[src/mts_pkg.sv]
// Shared constants and codes for the memory test sequencer.
package mts_pkg;

    // Data path widths.
    localparam int DATA_WIDTH = 32;
    localparam int BIT_POS_W  = $clog2(DATA_WIDTH);
    localparam int WORD_W     = 32;
    localparam int COUNT_W    = 31;
    localparam int ACCESS_W   = 2;
    localparam int PADDR_W    = 4;
    localparam int PDATA_W    = 32;

    // Request operation codes.
    localparam logic OP_START   = 1'b0;
    localparam logic OP_ADVANCE = 1'b1;

    // Access codes on the result channel.
    localparam logic [ACCESS_W-1:0] ACC_NONE   = 2'd0;
    localparam logic [ACCESS_W-1:0] ACC_WRITE  = 2'd1;
    localparam logic [ACCESS_W-1:0] ACC_READ   = 2'd2;
    localparam logic [ACCESS_W-1:0] ACC_FINISH = 2'd3;

    // Configuration register indexes (word address paddr[3:2]).
    localparam logic [1:0] REG_BASE_ADDRESS = 2'd0;
    localparam logic [1:0] REG_WORD_COUNT   = 2'd1;
    localparam logic [1:0] REG_CONTINUOUS   = 2'd2;

endpackage

[src/mts_if.sv]
// Handshake interfaces for the request and result channels.
interface mts_req_if
    import mts_pkg::*;
();
    logic        valid;
    logic        ready;
    logic        op;
    logic [WORD_W-1:0] read_data;

    modport source (output valid, output op, output read_data, input ready);
    modport sink   (input valid, input op, input read_data, output ready);
endinterface

interface mts_rsp_if
    import mts_pkg::*;
();
    logic                valid;
    logic                ready;
    logic [ACCESS_W-1:0] access;
    logic [WORD_W-1:0]   address;
    logic [WORD_W-1:0]   write_data;
    logic                mismatch;
    logic [WORD_W-1:0]   checked_address;
    logic [WORD_W-1:0]   expected_value;
    logic [WORD_W-1:0]   error_count;
    logic                passed;

    modport source (
        output valid, output access, output address, output write_data,
        output mismatch, output checked_address, output expected_value,
        output error_count, output passed, input ready
    );
    modport sink (
        input valid, input access, input address, input write_data,
        input mismatch, input checked_address, input expected_value,
        input error_count, input passed, output ready
    );
endinterface

[src/memory_test_sequencer_unit.sv]
// Memory test sequencer: walking-ones and address-in-address self-test engine.
//
//  Channel   Direction  Handshake                     Payload
//  i_req     in         valid/ready                   op, read_data
//  o_rsp     out        valid/ready                   access, address, write_data, mismatch,
//                                                     checked_address, expected_value,
//                                                     error_count, passed
//  APB       in/out     psel/penable/pwrite, pready=1 base_address, word_count, continuous
//
// One request transaction is taken per cycle; its result appears in the output
// register on the next cycle. The sequencer state and the result register are
// both loaded at the accepting edge, so throughput is one transaction per cycle.
// A result that is not taken stalls the request side only when the output
// register is full and not being drained. Synchronous reset clears the sequencer
// state, the configuration and the output valid.
module memory_test_sequencer_unit
    import mts_pkg::*;
(
    input  logic               i_clk,
    input  logic               i_rst_n,
    mts_req_if.sink            i_req,
    mts_rsp_if.source          o_rsp,
    input  logic               psel,
    input  logic               penable,
    input  logic               pwrite,
    input  logic [PADDR_W-1:0] paddr,
    input  logic [PDATA_W-1:0] pwdata,
    output logic [PDATA_W-1:0] prdata,
    output logic               pready
);

    typedef enum logic [2:0] {
        PH_IDLE,
        PH_WALK_WR,
        PH_WALK_RD,
        PH_ADDR_WR,
        PH_ADDR_RD,
        PH_DONE
    } t_phase;

    // Configuration registers.
    logic [WORD_W-1:0]  r_base_address;
    logic [COUNT_W-1:0] r_word_count;
    logic               r_continuous;

    // Sequencer state.
    t_phase               r_phase, n_phase;
    logic [COUNT_W-1:0]   r_word_idx, n_word_idx;
    logic [BIT_POS_W-1:0] r_bit_pos, n_bit_pos;
    logic [WORD_W-1:0]    r_errors, n_errors;

    // Result register.
    logic                r_out_valid;
    logic [ACCESS_W-1:0] r_access, n_access;
    logic [WORD_W-1:0]   r_address, n_address;
    logic [WORD_W-1:0]   r_write_data, n_write_data;
    logic                r_mismatch, n_mismatch;
    logic [WORD_W-1:0]   r_checked_address, n_checked_address;
    logic [WORD_W-1:0]   r_expected_value, n_expected_value;
    logic                r_passed, n_passed;

    logic               accept;
    logic               cfg_write;
    logic [WORD_W-1:0]  aligned_base;
    logic [WORD_W-1:0]  cur_addr;
    logic [WORD_W-1:0]  cur_walk;
    logic [WORD_W-1:0]  next_addr;
    logic [WORD_W-1:0]  next_walk;
    logic [WORD_W-1:0]  expected;
    logic               last_word;
    logic               last_bit;

    // Configuration port: writes in the access phase, reads always available.
    assign pready    = 1'b1;
    assign cfg_write = psel && penable && pwrite && pready;

    always_ff @(posedge i_clk) begin
        if (!i_rst_n) begin
            r_base_address <= '0;
            r_word_count   <= '0;
            r_continuous   <= 1'b0;
        end else if (cfg_write) begin
            unique case (paddr[3:2])
                REG_BASE_ADDRESS: r_base_address <= pwdata;
                REG_WORD_COUNT:   r_word_count   <= pwdata[COUNT_W-1:0];
                REG_CONTINUOUS:   r_continuous   <= pwdata[0];
                default: begin
                end
            endcase
        end
    end

    always_comb begin
        unique case (paddr[3:2])
            REG_BASE_ADDRESS: prdata = r_base_address;
            REG_WORD_COUNT:   prdata = {{(PDATA_W-COUNT_W){1'b0}}, r_word_count};
            REG_CONTINUOUS:   prdata = {{(PDATA_W-1){1'b0}}, r_continuous};
            default:          prdata = '0;
        endcase
    end

    // A new request is taken whenever the result register is free or draining.
    assign i_req.ready = !r_out_valid || o_rsp.ready;
    assign accept      = i_req.valid && i_req.ready;

    // Address and walking pattern of the word currently addressed.
    assign aligned_base = {r_base_address[WORD_W-1:2], 2'b00};
    assign cur_addr     = aligned_base + {r_word_idx[WORD_W-3:0], 2'b00};
    assign cur_walk     = WORD_W'(64'(1) << r_bit_pos);
    assign expected     = (r_phase == PH_WALK_RD) ? cur_walk : cur_addr;
    assign last_word    = ({1'b0, r_word_idx} + WORD_W'(1)) >= {1'b0, r_word_count};
    assign last_bit     = (r_bit_pos == BIT_POS_W'(DATA_WIDTH - 1));

    // Address and pattern of the access about to be issued.
    assign next_addr = aligned_base + {n_word_idx[WORD_W-3:0], 2'b00};
    assign next_walk = WORD_W'(64'(1) << n_bit_pos);

    // Check the returned read and step the sequence.
    always_comb begin
        n_phase           = r_phase;
        n_word_idx        = r_word_idx;
        n_bit_pos         = r_bit_pos;
        n_errors          = r_errors;
        n_mismatch        = 1'b0;
        n_checked_address = '0;
        n_expected_value  = '0;

        if (i_req.op == OP_START) begin
            n_errors   = '0;
            n_word_idx = '0;
            n_bit_pos  = '0;
            n_phase    = (r_word_count == '0) ? PH_DONE : PH_WALK_WR;
        end else if (r_phase != PH_IDLE && r_phase != PH_DONE) begin
            if (r_phase == PH_WALK_RD || r_phase == PH_ADDR_RD) begin
                n_checked_address = cur_addr;
                n_expected_value  = expected;
                if (i_req.read_data != expected) begin
                    n_mismatch = 1'b1;
                    if (r_errors != '1) begin
                        n_errors = r_errors + WORD_W'(1);
                    end
                end
            end
            unique case (r_phase)
                PH_WALK_WR: n_phase = PH_WALK_RD;
                PH_WALK_RD: begin
                    if (!last_bit) begin
                        n_bit_pos = r_bit_pos + BIT_POS_W'(1);
                        n_phase   = PH_WALK_WR;
                    end else begin
                        n_bit_pos = '0;
                        if (last_word) begin
                            n_word_idx = '0;
                            n_phase    = PH_ADDR_WR;
                        end else begin
                            n_word_idx = r_word_idx + COUNT_W'(1);
                            n_phase    = PH_WALK_WR;
                        end
                    end
                end
                PH_ADDR_WR: begin
                    if (last_word) begin
                        n_word_idx = '0;
                        n_phase    = PH_ADDR_RD;
                    end else begin
                        n_word_idx = r_word_idx + COUNT_W'(1);
                    end
                end
                PH_ADDR_RD: begin
                    if (!last_word) begin
                        n_word_idx = r_word_idx + COUNT_W'(1);
                    end else if (r_continuous && n_errors == '0 && r_word_count != '0) begin
                        n_word_idx = '0;
                        n_bit_pos  = '0;
                        n_phase    = PH_WALK_WR;
                    end else begin
                        n_phase = PH_DONE;
                    end
                end
                default: begin
                end
            endcase
        end
    end

    // Describe the access for the new phase.
    always_comb begin
        n_access     = ACC_NONE;
        n_address    = '0;
        n_write_data = '0;
        n_passed     = 1'b0;
        if (i_req.op == OP_START || (r_phase != PH_IDLE && r_phase != PH_DONE)) begin
            unique case (n_phase)
                PH_WALK_WR: begin
                    n_access     = ACC_WRITE;
                    n_address    = next_addr;
                    n_write_data = next_walk;
                end
                PH_WALK_RD, PH_ADDR_RD: begin
                    n_access  = ACC_READ;
                    n_address = next_addr;
                end
                PH_ADDR_WR: begin
                    n_access     = ACC_WRITE;
                    n_address    = next_addr;
                    n_write_data = next_addr;
                end
                default: begin
                    n_access = ACC_FINISH;
                    n_passed = (n_errors == '0);
                end
            endcase
        end
    end

    // Sequencer state advances on every accepted transaction.
    always_ff @(posedge i_clk) begin
        if (!i_rst_n) begin
            r_phase    <= PH_IDLE;
            r_word_idx <= '0;
            r_bit_pos  <= '0;
            r_errors   <= '0;
        end else if (accept) begin
            r_phase    <= n_phase;
            r_word_idx <= n_word_idx;
            r_bit_pos  <= n_bit_pos;
            r_errors   <= n_errors;
        end
    end

    // Result register valid.
    always_ff @(posedge i_clk) begin
        if (!i_rst_n) begin
            r_out_valid <= 1'b0;
        end else if (accept) begin
            r_out_valid <= 1'b1;
        end else if (o_rsp.ready) begin
            r_out_valid <= 1'b0;
        end
    end

    // Result payload.
    always_ff @(posedge i_clk) begin
        if (accept) begin
            r_access          <= n_access;
            r_address         <= n_address;
            r_write_data      <= n_write_data;
            r_mismatch        <= n_mismatch;
            r_checked_address <= n_checked_address;
            r_expected_value  <= n_expected_value;
            r_passed          <= n_passed;
        end
    end

    assign o_rsp.valid           = r_out_valid;
    assign o_rsp.access          = r_access;
    assign o_rsp.address         = r_address;
    assign o_rsp.write_data      = r_write_data;
    assign o_rsp.mismatch        = r_mismatch;
    assign o_rsp.checked_address = r_checked_address;
    assign o_rsp.expected_value  = r_expected_value;
    assign o_rsp.error_count     = r_errors;
    assign o_rsp.passed          = r_passed;

endmodule

[src/flat_wrapper.sv]
// flat-port wrapper written by rule: the top's interface ports become plain ports
module memory_test_sequencer_unit_flat import mts_pkg::*;
  (i_clk, i_rst_n, psel, penable, pwrite, paddr, pwdata, prdata, pready, i_req_valid, i_req_op, i_req_read_data, i_req_ready, o_rsp_valid, o_rsp_access, o_rsp_address, o_rsp_write_data, o_rsp_mismatch, o_rsp_checked_address, o_rsp_expected_value, o_rsp_error_count, o_rsp_passed, o_rsp_ready);
  mts_req_if i_req_i ();
  mts_rsp_if o_rsp_i ();
  input  logic i_clk;
  input  logic i_rst_n;
  input  logic psel;
  input  logic penable;
  input  logic pwrite;
  input  logic [PADDR_W-1:0] paddr;
  input  logic [PDATA_W-1:0] pwdata;
  output logic [PDATA_W-1:0] prdata;
  output logic pready;
  input wire logic [$bits(i_req_i.valid)-1:0] i_req_valid;
  input wire logic [$bits(i_req_i.op)-1:0] i_req_op;
  input wire logic [$bits(i_req_i.read_data)-1:0] i_req_read_data;
  output wire logic [$bits(i_req_i.ready)-1:0] i_req_ready;
  output wire logic [$bits(o_rsp_i.valid)-1:0] o_rsp_valid;
  output wire logic [$bits(o_rsp_i.access)-1:0] o_rsp_access;
  output wire logic [$bits(o_rsp_i.address)-1:0] o_rsp_address;
  output wire logic [$bits(o_rsp_i.write_data)-1:0] o_rsp_write_data;
  output wire logic [$bits(o_rsp_i.mismatch)-1:0] o_rsp_mismatch;
  output wire logic [$bits(o_rsp_i.checked_address)-1:0] o_rsp_checked_address;
  output wire logic [$bits(o_rsp_i.expected_value)-1:0] o_rsp_expected_value;
  output wire logic [$bits(o_rsp_i.error_count)-1:0] o_rsp_error_count;
  output wire logic [$bits(o_rsp_i.passed)-1:0] o_rsp_passed;
  input wire logic [$bits(o_rsp_i.ready)-1:0] o_rsp_ready;
  assign i_req_i.valid = i_req_valid;
  assign i_req_i.op = i_req_op;
  assign i_req_i.read_data = i_req_read_data;
  assign i_req_ready = i_req_i.ready;
  assign o_rsp_valid = o_rsp_i.valid;
  assign o_rsp_access = o_rsp_i.access;
  assign o_rsp_address = o_rsp_i.address;
  assign o_rsp_write_data = o_rsp_i.write_data;
  assign o_rsp_mismatch = o_rsp_i.mismatch;
  assign o_rsp_checked_address = o_rsp_i.checked_address;
  assign o_rsp_expected_value = o_rsp_i.expected_value;
  assign o_rsp_error_count = o_rsp_i.error_count;
  assign o_rsp_passed = o_rsp_i.passed;
  assign o_rsp_i.ready = o_rsp_ready;
  memory_test_sequencer_unit u_core (.i_clk(i_clk), .i_rst_n(i_rst_n), .i_req(i_req_i), .o_rsp(o_rsp_i), .psel(psel), .penable(penable), .pwrite(pwrite), .paddr(paddr), .pwdata(pwdata), .prdata(prdata), .pready(pready));
endmodule
[config.mk]
export PLATFORM = sky130hd
export DESIGN_NAME = memory_test_sequencer_unit_flat
export DESIGN_NICKNAME = d
export VERILOG_FILES = /design/src/mts_pkg.sv /design/src/mts_if.sv /design/src/memory_test_sequencer_unit.sv /design/src/flat_wrapper.sv
export SDC_FILE = /design/constraint.sdc
export NUM_CORES = 1
export LEC_CHECK = 0
export BUFFER_PORTS_ARGS = -buffer_cell sky130_fd_sc_hd__buf_2
export CAP_MARGIN = 25
export CELL_PAD_IN_SITES_DETAIL_PLACEMENT = 1
export CELL_PAD_IN_SITES_GLOBAL_PLACEMENT = 1
export CORE_ASPECT_RATIO = 1.4
export CORE_MARGIN = 8
export CORE_UTILIZATION = 35
export CTS_CLUSTER_DIAMETER = 100
export CTS_CLUSTER_SIZE = 16
export DETAILED_ROUTE_END_ITERATION = 6
export PLACE_DENSITY_LB_ADDON = 0.2
export SETUP_SLACK_MARGIN = 0.3
export SYNTH_ARGS = -nofsm -noshare
export SYNTH_HDL_FRONTEND = slang
export SYNTH_SLANG_ARGS = --single-unit
[constraint.sdc]
create_clock -name i_clk -period 10.4 [get_ports i_clk]
set_input_delay 1.56 -clock i_clk [delete_from_list [all_inputs] [get_ports i_clk]]
set_output_delay 1.56 -clock i_clk [all_outputs]
set_load 0.1 [all_outputs]
## Word level (Yosys, flattened, before mapping)

Cells that the tools add are included.

| operators by class | value |
|---|---|
| add/sub/neg operators | 6 |
| $lt $le $gt $ge | 1 |
| equal/unequal tests | 18 |
| shift-type cells | 2 |
| multiplexer cells | 36 |
| bitwise gates (word level) | 2 |
| reduce and logical (&&, ||, !) cells | 27 |

Operators by type and width:

| operator | number |
|---|---|
| $mux W32 | 8 |
| $mux W31 | 6 |
| $pmux W32 S3 | 1 |
| $pmux W31 S3 | 1 |
| $add A32 B32 Y32 | 2 |
| $logic_not A32 Y1 | 2 |
| $pmux W32 S2 | 1 |
| $shl A1 B5 Y32 const A | 2 |
| $add A31 B1 Y32 const B | 1 |
| $add A32 B1 Y32 const B | 1 |
| $ge A32 B31 Y1 | 1 |
| $ne A32 B32 Y1 | 1 |
| $ne A32 B32 Y1 const B | 1 |
| $add A31 B1 Y31 const B | 1 |
| $logic_not A31 Y1 | 1 |
| $reduce_bool A31 Y1 | 1 |
| $mux W5 | 5 |
| $mux W3 | 7 |
| $eq A3 B2 Y1 const B | 4 |
| $pmux W3 S4 | 1 |
| $pmux W5 S2 | 1 |
| $reduce_and A2 Y1 | 4 |
| $eq A3 B1 Y1 const B | 2 |
| $eq A3 B3 Y1 const B | 2 |
| other kinds (24) | 35 |

| word-level totals | value |
|---|---|
| register bits | 268 |
| input bits | 76 |
| output and inout bits | 199 |
| logic and storage cells | 108 |

## Depth between registers and ports, before layout

| depth | value |
|---|---|
| word-level depth | 18 |
| mapped depth | 45 |
| mapped depth without buffers | 41 |

## Least setup slack after synthesis

Ideal clock, no wire load.

| path | value |
|---|---|
| path type | in2reg |
| start | in i_req_read_data[18] |
| end | reg u_core.r_write_data[30] (netlist: u_core.o_rsp.write_data[30]) (data pin) |
| setup time | 0.256 ns |
| arrival | 9.203 ns |
| required time | 10.144 ns |
| slack | 0.940 ns |
| stages on the path | 38 |
| buffers on the path | 1 |
| path through | nand3b_1 mux2i_1 a21oi_1 o211a_1 or3_1 nor3_1 o2111a_1 nand4_1 or4_4 o21ai_1 xnor2_1 o21ai_0 a2111oi_2 a31oi_1 o21a_1 clkbuf_1 a21oi_1 nor2_1 (+2 left out) a21o_1 a21oi_1 o21bai_1 a21oi_1 o21ai_0 a211o_1 o211ai_1 a211oi_1 o31ai_1 o2111a_1 o21ai_0 and4_1 a2111oi_0 nor2b_1 o21ai_0 nand2b_1 xor2_1 a22o_1 |

| between the ends | value |
|---|---|
| longest elaborated chain between the ends | 15 |
| elaborated cells between the ends (all ways) | 28 |
| those cells by class | 1 x add/sub; 3 x eq/ne; 1 x shift; 20 x mux; 3 x reduce/logical |

Ends and longest elaborated chain:

| what | RTL line | RTL |
|---|---|---|
| from (decl) | flat_wrapper.sv:17 | `input wire logic [$bits(i_req_i.read_data)-1:0] i_req_read_data;` |
| $ne A32 B32 Y1 | memory_test_sequencer_unit.sv:137 | `if (i_req.read_data != expected) begin` |
| $mux W32 | memory_test_sequencer_unit.sv:137 |  |
| $mux W32 | memory_test_sequencer_unit.sv:134 | `if (r_phase == PH_WALK_RD \|\| r_phase == PH_ADDR_RD) begin` |
| $mux W32 | memory_test_sequencer_unit.sv:133 | `end else if (r_phase != PH_IDLE && r_phase != PH_DONE) begin` |
| $mux W32 | memory_test_sequencer_unit.sv:128 | `if (i_req.op == OP_START) begin` |
| $logic_not A32 Y1 | memory_test_sequencer_unit.sv:172 | `end else if (r_continuous && n_errors == '0 && r_word_count != '0) begin` |
| $logic_and A1 B1 Y1 (2 in series) | memory_test_sequencer_unit.sv:172 |  |
| $mux W31 | memory_test_sequencer_unit.sv:172 |  |
| $mux W31 | memory_test_sequencer_unit.sv:170 | `if (!last_word) begin` |
| $pmux W31 S3 | memory_test_sequencer_unit.sv:144 | `unique case (r_phase)` |
| $mux W31 | memory_test_sequencer_unit.sv:133 |  |
| $mux W31 | memory_test_sequencer_unit.sv:128 |  |
| via u_core.n_word_idx[0] | memory_test_sequencer_unit.sv:48 | `logic [COUNT_W-1:0] r_word_idx, n_word_idx;` |
| $add A32 B32 Y32 | memory_test_sequencer_unit.sv:115 | `assign next_addr = aligned_base + {n_word_idx[WORD_W-3:0], 2'b00};` |
| $pmux W32 S2 | memory_test_sequencer_unit.sv:193 | `unique case (n_phase)` |
| to (signal assigned) | memory_test_sequencer_unit.sv:247 | `r_write_data <= n_write_data;` |
| to (decl) | memory_test_sequencer_unit.sv:56 | `logic [WORD_W-1:0] r_write_data, n_write_data;` |

The timed path passes the listed nets, and every way through them passes these cells. The select of a mux whose other input is x is not followed.
A chain may end at the register's enable or synchronous reset.

## Final worst setup path

| path | value |
|---|---|
| start | reg u_core.r_word_idx[0] |
| end | reg u_core.r_write_data[30] (netlist: u_core.o_rsp.write_data[30]) (data pin) |

| between the ends | value |
|---|---|
| longest elaborated chain between the ends | 17 |
| elaborated cells between the ends (all ways) | 38 |
| those cells by class | 4 x add/sub; 1 x order compare; 3 x eq/ne; 1 x shift; 26 x mux; 3 x reduce/logical |

Ends and longest elaborated chain:

| what | RTL line | RTL |
|---|---|---|
| from (decl) | memory_test_sequencer_unit.sv:48 |  |
| from (signal assigned) | memory_test_sequencer_unit.sv:225 | `r_word_idx <= n_word_idx;` |
| $add A32 B32 Y32 | memory_test_sequencer_unit.sv:108 | `assign cur_addr = aligned_base + {r_word_idx[WORD_W-3:0], 2'b00};` |
| $mux W32 | memory_test_sequencer_unit.sv:110 | `assign expected = (r_phase == PH_WALK_RD) ? cur_walk : cur_addr;` |
| $ne A32 B32 Y1 | memory_test_sequencer_unit.sv:137 |  |
| $mux W32 | memory_test_sequencer_unit.sv:137 |  |
| $mux W32 | memory_test_sequencer_unit.sv:134 |  |
| $mux W32 | memory_test_sequencer_unit.sv:133 |  |
| $mux W32 | memory_test_sequencer_unit.sv:128 |  |
| $logic_not A32 Y1 | memory_test_sequencer_unit.sv:172 |  |
| $logic_and A1 B1 Y1 (2 in series) | memory_test_sequencer_unit.sv:172 |  |
| $mux W31 | memory_test_sequencer_unit.sv:172 |  |
| $mux W31 | memory_test_sequencer_unit.sv:170 |  |
| $pmux W31 S3 | memory_test_sequencer_unit.sv:144 |  |
| $mux W31 (*) | memory_test_sequencer_unit.sv:133 |  |
| $mux W31 (*) | memory_test_sequencer_unit.sv:128 |  |
| via u_core.n_word_idx[0] | memory_test_sequencer_unit.sv:48 |  |
| $add A32 B32 Y32 (*) | memory_test_sequencer_unit.sv:115 |  |
| $pmux W32 S2 (*) | memory_test_sequencer_unit.sv:193 |  |

The timed path passes the listed nets; every way through them passes the cells marked *. The select of a mux whose other input is x is not followed.

==> metrics <==
status finished, final reports clean; CTS max path bufs 3; vias in the first global route 19540; routed vias 19000; GR Overflow Total 0; sequential-to-total area share from yosys stat 33.90%; Post-Syn Area 19370 µm²; port bufs 267; Core ar. 55010 µm²; Remaining DRCs 0; WL final 81.57 mm; Worst Path Max Fanout 4; worst endpoint required time 10710 ps; setup TNS 0 ps; final period utilization 93.48%; cell family with most CP delay compound AO/OA/AOI/OAI gates; GPL Wtd Cong 0.9429; fin crit period 9722 ps; most frequent cells in the layout 308 x nand2_1, 266 x buf_2, 192 x nor2_1, 162 x buf_4, 128 x edfxtp_1; CP arrival 10030 ps; row count 102; worst-margin pin slew 963.7 ps; Synth warnings 0; H-tree lvl count 1; Final Non-Filler Cells 3379; initial DRC count 887; largest net degree at the start of global routing 100; worst hold path class reg -> reg; Synth Flop Type dfxtp_1; root buffer cell clkbuf_16; Avg WL per Cell 24.14 µm; clock-pin slew on the worst setup and hold paths 90 ps; most common cell after layout, fill and taps aside nand2_1; Power Total 2.420 mW; die height 294.3 µm; Die W 214.8 µm; die area 63230 µm²; Post-CTS Hold Buffers 0; NumNets Final 2815; # fillers 6619; I/O Pins 275; Final Core Density 42.18%; antenna violations before repair 0; Clock Sink Count 264; final setup margin 678.3 ps; n_diodes 0; Total GRT Usage 24.68%; Final Hold Vio Count 0; drt via density 5.624; async set or reset register ratio after synthesis 0%; final instance area 23200 µm²; Slew HR 35.75%; Startpoint Class flop; slowest stage delay, CP 540 ps; maximum vdd drop 85.96 µV; Mapped Avg Cell Area 8.287 µm²; Critical-path top delay cell or4_4; Placed Cells 3343; Cell Pwr Density 104.3 nW/µm²; Post-synth EDFFs 128; pre-CTS WS -227.4 ps; share of post-route cells with drive strength above 1 21.54%; final setup fails 0; Synth Register Bits 264; Fin Clk Skew 20.93 ps; Final Hold Slack 475.0 ps; RSZ-0062 raised after global routing false; Static Leak 9.650 nW; first-pass GRT wire length 122.0 mm; CP endpoint kind flop; initial core utilization 35.21%; DP Area 22300 µm²; max cap viols 0; Critical Path Most Common Cell buf_4; DP HPWL 64.97 mm; Setup CP Type reg -> reg; max-slew violations 0; FMAX 0.1029 GHz; total CTS buffers 20; Final ANT Viol Nets 0; distinct cell type count of the synthesized netlist 102; CTS tree built; worst skew pair latency 550 ps; DRT Pass-1 Iters 5; Area Overhead vs Synth 19.79%; WP buf/inv 5; Synth Instances 2337
## cells in the mapped netlist (all sizes together), types with 19 or more instances
| master | n | area share, % |
|---|---|---|
| nor4 | 22 | 0.90 |
| ha | 98 | 6.3 |
| a21o | 39 | 1.5 |
| and2 | 44 | 1.4 |
| xnor2 | 72 | 3.3 |
| xor2 | 48 | 2.2 |
| a21boi | 90 | 3.5 |
| a22oi | 23 | 0.89 |
| o31ai | 28 | 1.1 |
| buf | 24 | 0.64 |
| a21oi | 122 | 3.2 |
| edfxtp | 128 | 20 |
| and3 | 46 | 1.5 |
| or3 | 19 | 0.61 |
| nand3 | 72 | 1.9 |
| inv | 70 | 1.4 |
| o21a | 23 | 0.89 |
| o211ai | 19 | 0.74 |
| nand4 | 32 | 1.1 |
| clkbuf | 130 | 2.5 |
| nor2b | 71 | 2.3 |
| mux2i | 50 | 2.6 |
| o21ai | 85 | 2.2 |
| dfxtp | 136 | 14 |
| nor3 | 81 | 2.1 |
| a22o | 22 | 0.99 |
| nand2 | 312 | 6.1 |
| nor2 | 195 | 3.8 |
## kinds of logic after synthesis
group	synth area share, %
simple gates	25.56
mux	2.759
buf+inv	4.516
other cells	0.03878
xor+xnor	6.131
flops	33.90
fa+ha+maj	6.538
compound gates	20.56
## final cells by class
class / instances / area, µm² / area share (%)
clock inverter: 2 / 11.26 / 0.04854
clock buffer: 32 / 566.8 / 2.443
inverter: 70 / 267.8 / 1.154
tap: 728 / 910.9 / 3.926
timing repair buffer: 431 / 2599 / 11.20
multi-input combinational: 1852 / 12260 / 52.85
sequential: 264 / 6584 / 28.38
## report_power, final
group | internal, mW | switching (mW) | total [mW]
Combinational | 0.103 | 0.393 | 0.496
Clock | 0.376 | 0.412 | 0.788
Sequential | 1.12 | 0.0184 | 1.14
## worst reg2reg max path, delay by kind of cell (launching register included)
| family | cells | cell delay (ps) |
|---|---|---|
| compound gates | 24 | 4870 |
| simple gates | 9 | 1980 |
| fa+ha+maj | 4 | 1100 |
| buf+inv | 5 | 790 |
| flops | 1 | 330 |
| mux | 1 | 230 |
| xor+xnor | 1 | 190 |
## state kept, by name, indices dropped and copies added (netlist names)
name / cells
u_core.o_rsp.write_data: 32
u_core.o_rsp.expected_value: 32
u_core.o_rsp.address: 30
u_core.r_continuous: 1
u_core.r_phase: 3
u_core.o_rsp.passed: 1
u_core.r_word_count: 31
u_core.o_rsp.access: 2
u_core.o_rsp.mismatch: 1
u_core.r_word_idx: 31
u_core.r_base_address: 32
u_core.o_rsp.valid: 1
u_core.r_bit_pos: 5
u_core.o_rsp.error_count: 32
u_core.o_rsp.checked_address: 30
## routing by layer
| layer | wire [µm] | track usage [%] | vias to the layer above |
|---|---|---|---|
| li1 | - | - | 9004 |
| met1 | 35400 | 31.15 | 9405 |
| met2 | 39790 | 43.18 | 482 |
| met3 | 3252 | 2.207 | 113 |
| met4 | 3128 | 9.563 | 0 |
| met5 | 0 | 0 | - |
## final timing paths
| path | end | startpoint | slack (ps) | cells after the start |
|---|---|---|---|---|
| worst max-delay path | u_core.o_rsp.write_data[30] | u_core.r_word_idx[0] | 680 | 44 |
| worst min-delay path | u_core.r_base_address[1] | u_core.r_base_address[1] | 480 | 2 |
| worst max register to register | u_core.o_rsp.write_data[30] | u_core.r_word_idx[0] | 680 | 44 |
| worst min register to register | u_core.r_base_address[1] | u_core.r_base_address[1] | 480 | 2 |
## timing repair
action                                  in CTS  in global routing
resized for setup                           19                 61
setup buffers                                0                  2
endpoints found under the setup margin       6                 11
pin swaps                                    3                  9
hold endpoints to repair                     0                  0
No activity file was read; power rests on OpenSTA's default activity.
